**config.mk**
```make
export PLATFORM = sky130hd
export DESIGN_NAME = bhq_ctrl
export DESIGN_NICKNAME = d
export VERILOG_FILES = /design/src/sv/bhq_pkg.sv /design/src/sv/bhq_ctrl.sv
export SDC_FILE = /design/constraint.sdc
export NUM_CORES = 1
export LEC_CHECK = 0
export ABC_AREA = 1
export BUFFER_PORTS_ARGS = -buffer_cell sky130_fd_sc_hd__buf_2
export CAP_MARGIN = 20
export CORE_AREA = 8 8 45 47
export DETAILED_ROUTE_END_ITERATION = 8
export DIE_AREA = 0 0 53 55
export HOLD_SLACK_MARGIN = 0.08
export PLACE_DENSITY_LB_ADDON = 0.2
export SYNTH_ARGS = -nofsm -noshare
export SYNTH_HDL_FRONTEND = slang
export SYNTH_SLANG_ARGS = --single-unit
export TNS_END_PERCENT = 10
```
**constraint.sdc**
```tcl
create_clock -name clk_i -period 1.2 [get_ports clk_i]
set_input_delay 0.18 -clock clk_i [delete_from_list [all_inputs] [get_ports clk_i]]
set_output_delay 0.18 -clock clk_i [all_outputs]
set_load 0.01 [all_outputs]
```
**src/sv/bhq_pkg.sv**
```systemverilog
// ----------------------------------------------------------------------------
// bhq_pkg
// Shared constants, codes and controller/datapath interface types for the
// binary min-heap priority queue.
// ----------------------------------------------------------------------------
package bhq_pkg;

  localparam int HEAP_CAPACITY = 256;

  localparam int KEY_W       = 16;
  localparam int TAG_W       = 16;
  localparam int ENTRY_W     = KEY_W + TAG_W;
  localparam int STATUS_W    = 2;
  localparam int COUNT_OUT_W = 9;

  localparam logic OP_PUSH = 1'b0;
  localparam logic OP_POP  = 1'b1;

  localparam logic [STATUS_W-1:0] ST_DONE  = 2'd0;
  localparam logic [STATUS_W-1:0] ST_FULL  = 2'd1;
  localparam logic [STATUS_W-1:0] ST_EMPTY = 2'd2;

  typedef enum logic [1:0] {
    RD_PARENT,
    RD_CHILDREN,
    RD_ENDS
  } rd_sel_e;

  typedef struct packed {
    logic    take;
    logic    rej_full;
    logic    rej_empty;
    logic    push_init;
    logic    pop_init;
    logic    pop_load;
    logic    up_move;
    logic    dn_move;
    logic    wr_ent;
    logic    load_out;
    rd_sel_e rd_sel;
  } bhq_cmd_t;

  typedef struct packed {
    logic full;
    logic empty;
    logic at_root;
    logic no_left;
    logic le_parent;
    logic dn_move;
  } bhq_sts_t;

endpackage

```
**src/sv/bhq_ctrl.sv**
```systemverilog
// ----------------------------------------------------------------------------
// bhq_ctrl
// Controller: accepts beats, sequences sift-up / sift-down over the heap
// levels and hands finished results to the output register.
// ----------------------------------------------------------------------------
module bhq_ctrl import bhq_pkg::*; (
  input  logic     clk_i,
  input  logic     rst_ni,
  input  logic     in_valid_i,
  output logic     in_stall_o,
  input  logic     operation_i,
  output logic     out_valid_o,
  input  logic     out_stall_i,
  input  bhq_sts_t sts_i,
  output bhq_cmd_t cmd_o
);

  typedef enum logic [2:0] {
    S_IDLE,
    S_PUSH_RD,
    S_PUSH_CMP,
    S_POP_LD,
    S_DN_RD,
    S_DN_CMP,
    S_FIN
  } state_e;

  state_e state_q, state_d;
  logic   out_valid_q;
  logic   out_free;

  assign in_stall_o  = (state_q != S_IDLE);
  assign out_valid_o = out_valid_q;
  assign out_free    = !out_valid_q || !out_stall_i;

  always_comb begin
    cmd_o   = '0;
    state_d = state_q;
    unique case (state_q)
      S_IDLE: begin
        if (in_valid_i) begin
          cmd_o.take = 1'b1;
          if (operation_i == OP_PUSH) begin
            if (sts_i.full) begin
              cmd_o.rej_full = 1'b1;
              state_d        = S_FIN;
            end else begin
              cmd_o.push_init = 1'b1;
              state_d         = S_PUSH_RD;
            end
          end else begin
            if (sts_i.empty) begin
              cmd_o.rej_empty = 1'b1;
              state_d         = S_FIN;
            end else begin
              cmd_o.pop_init = 1'b1;
              cmd_o.rd_sel   = RD_ENDS;
              state_d        = S_POP_LD;
            end
          end
        end
      end
      S_PUSH_RD: begin
        if (sts_i.at_root) begin
          cmd_o.wr_ent = 1'b1;
          state_d      = S_FIN;
        end else begin
          cmd_o.rd_sel = RD_PARENT;
          state_d      = S_PUSH_CMP;
        end
      end
      S_PUSH_CMP: begin
        if (sts_i.le_parent) begin
          cmd_o.up_move = 1'b1;
          state_d       = S_PUSH_RD;
        end else begin
          cmd_o.wr_ent = 1'b1;
          state_d      = S_FIN;
        end
      end
      S_POP_LD: begin
        cmd_o.pop_load = 1'b1;
        state_d        = sts_i.empty ? S_FIN : S_DN_RD;
      end
      S_DN_RD: begin
        if (sts_i.no_left) begin
          cmd_o.wr_ent = 1'b1;
          state_d      = S_FIN;
        end else begin
          cmd_o.rd_sel = RD_CHILDREN;
          state_d      = S_DN_CMP;
        end
      end
      S_DN_CMP: begin
        if (sts_i.dn_move) begin
          cmd_o.dn_move = 1'b1;
          state_d       = S_DN_RD;
        end else begin
          cmd_o.wr_ent = 1'b1;
          state_d      = S_FIN;
        end
      end
      S_FIN: begin
        if (out_free) begin
          cmd_o.load_out = 1'b1;
          state_d        = S_IDLE;
        end
      end
      default: state_d = S_IDLE;
    endcase
  end

  always_ff @(posedge clk_i or negedge rst_ni) begin
    if (!rst_ni) begin
      state_q     <= S_IDLE;
      out_valid_q <= 1'b0;
    end else begin
      state_q <= state_d;
      if (cmd_o.load_out) begin
        out_valid_q <= 1'b1;
      end else if (out_valid_q && !out_stall_i) begin
        out_valid_q <= 1'b0;
      end
    end
  end

endmodule

```
==> run_results.csv <==
group,metric,value,unit
run_status,outcome,"finished with violations",
run_status,violations,"setup timing",
worst_setup_path,crit_buf_inv,2,
floorplan,dieArea,2920,um^2
finish,regArea,101,um^2
finish,fillers,144,
clock_network,cts_buffer_depth,2,
sta,max_freq,0.679,GHz
floorplan,row_count,14,
global_route,grt_pass1_wl,2040,um
worst_setup_path,cp-start-kind,"register",
worst_setup_path,critPathLaunch,"state_q[1]",
worst_setup_path,regToRegStartpoint,"state_q[1]",
route,viasPerCell,4.33,
sta,fin_crit,1.47,ns
route,wl_met2,646,um
sta,max-slew-margin-rel,82.3,%
sta,hold_ws,0.185,ns
synth,synthXorXnorAreaFrac,0,%
sta,drv_slew,0,
placement,globalplace.congestion,0.786,
synth,syn_nets,79,
synth,synth_area_per_cell,6.20,um^2
pwr,total_power,0.00170,W
floorplan,fp.coreArea,1380,um^2
placement,preCtsSetupSlack,-0.0670,ns
finish,syn_to_final_growth,77.4,%
worst_setup_path,cp_slowest_cell,"dfrtp_1",
clock_network,clk_latency,0.23,ns
sta,hold_violations,0,
global_route,grt_start_max_net_pins,7,
sta,post-route-period-util,123,%
synth,synth_fa_ha_area_share,0,%
pwr,cellPowerDensity,2270,nW/um^2
route,top_layer,"met3",
global_route,groute.usage.overall,8.94,%
worst_setup_path,crit_required,1.02,ns
synth,synth_seq_area_share,23.7,%
route,drtIter0Drc,3,
synth,synth-simple-area-share,56.4,%
finish,multiInputGateArea,294,um^2
worst_setup_path,worstSetupPathType,"register to primary output",
floorplan,die_h,55,um
global_route,antenna_found_initial,0,
worst_setup_path,crit_arrival,1.29,ns
synth,synth_top_area_share,23.7,%
route,drc,0,
synth,synth_area_leader_cell,"dfrtp_1",
synth,synth_mux_area_share,0,%
sta,rsz0062_at_grt,"yes",
worst_setup_path,cp-endpoint,"cmd_o[1]",
synth,yosysWarnings,0,
sta,worst_pin_slew,0.263,ns
route,met3WireLength,105,um
worst_setup_path,cp_cell_sequence,"nor2_2, nand2_2, inv_2, nand2_4, nor3_2, buf_2",
sta,layout_setup_ws,-0.272,ns
flow_run,max-cap-violations,0,
synth,synth_top_family_by_area,"simple AND/OR/NAND/NOR gates",
worst_setup_path,path_delay_family,"simple AND/OR/NAND/NOR gates",
synth,ys_types,16,
min_path,hp-start,"out_stall_i",
synth,synthesis.area,422,um^2
clock_network,cts.clk_slew.worst_paths,0.04,ns
route,drt_wl_total,1240,um
sta,skew,0.00127,ns
finish,diodes,0,
clock_network,cts_tree,"built",
clock_network,htree_levels,1,
route,wl_met1,485,um
global_route,grt_pass1_vias,556,
pwr,p_leak,0.462,nW
synth,synthTopCellsByArea,"dfrtp_1 (24%), nand2_1 (13%), nor2_2 (8.9%), inv_1 (8.0%), nor3_2 (7.1%)",
worst_setup_path,crit_cells,6,
floorplan,dieWidth,53,um
min_path,hold_path_class,"primary input to register",
placement,place_hpwl,1090,um
finish,final_common_cell,"buf_2",
route,drtAntennaViolNets,0,
sta,setup_viol,15,
placement,port_buffers,24,
worst_setup_path,worstPathMaxFanout,6,
synth,synth_compound_gate_area_share,5.64,%
clock_network,cts-buffers-inserted,3,
finish,mostFrequentLayoutCells,"buf_2 (24), buf_4 (16), nand2_1 (14), inv_1 (9), nor2_1 (8)",
synth,syn-instance-count,68,
floorplan,start_util,30.5,%
floorplan,num_io_pins,25,
route,routedWlPerCell,9.66,um
route,dr.pass1.iters,4,
worst_setup_path,r2r_cells,7,
global_route,overflow,0,
clock_network,clock-sinks,4,
route,dr_total_vias,554,
pwr,ir_drop,1.21,mV
worst_setup_path,reg2reg_to,"state_q[1]",
worst_setup_path,reg2reg_slack,-0.05,ns
finish,nNetsFinal,125,
clock_network,clockRootBuffer,"clkbuf_4",
worst_setup_path,cpPeakStageDelay,0.41,ns
finish,drive_gt1_share,60.7,%
synth,ys_seq_elements,4,
worst_setup_path,end_kind,"primary output",
[timing repair]
item	4_1_cts	5_1_grt
endpoints found under the setup margin	13	15
buffers inserted	3	1
hold buffers	1	0
hold endpoints to repair	4	0
pin swaps	2	1
resized for setup	2	5
[worst register-to-register path: stages (launching register included)]
cell and delay, ns:
dfrtp_1 0.41, nor2_2 0.18, nand2_2 0.09, buf_4 0.14
o21ai_2 0.15, nor2_2 0.06, nand2_1 0.07, nand2_1 0.04
[through the flow]
stage | utilization, % | setup TNS [ns] | cells | cell area, um^2
floorplan | - | -0.101 | 68 | 432
global placement | 47.6 | -0.0913 | 120 | 658
detailed placement | 47.6 | -0.240 | 120 | 658
CTS | 52.2 | -2.96 | 127 | 722
global route | 54.1 | -4.09 | 128 | 748
finish | 54.1 | -2.83 | 128 | 748
[synth_stat cells, drive strengths merged]
library cell / instances
nand2: 19
nor2: 14
inv: 13
nand3: 5
nor3: 5
dfrtp: 4
nand4: 3
o21ai: 3
a21oi: 1
buf: 1
[state kept, by name, indices dropped and copies added (netlist names)]
name / cells
state_q: 3
out_valid_o: 1
[routing by layer]
layer  track usage (%)  up-vias
met5                 0        -
met4              3.88        0
met3              2.14        0
met2              17.4       11
met1              8.74      243
li1                  -      300
[area by class of cell]
| type | instances | share of cell area (%) |
|---|---|---|
| inverter | 13 | 6.52 |
| sequential | 4 | 13.5 |
| clock buffer | 3 | 3.01 |
| tap | 16 | 2.68 |
| multi-input combinational | 50 | 39.3 |
| timing repair buffer | 42 | 34.9 |
[logic make-up after synthesis]
group,after synthesis
compound gates,4
buf+inv,14
simple gates,46
flops,4
[power breakdown]
part / leakage (nW) / internal [W] / switching (W)
Clock: 0.0138 / 0.000112 / 0.0000503
Combinational: 0.399 / 0.000622 / 0.000640
Sequential: 0.0498 / 0.000205 / 0.0000722
[worst min-delay path by stage]
stage | endpoint | slack (ns) | cells past startpoint
after CTS | out_valid_o | 0.17 | 3
after global placement | state_q[2] | -0.01 | 1
after detailed placement | state_q[2] | -0.01 | 1
after floorplan | out_valid_o | -0.12 | 0
after global routing | out_valid_o | 0.20 | 3
final | out_valid_o | 0.18 | 3
(Power assumes the default switching activity.)
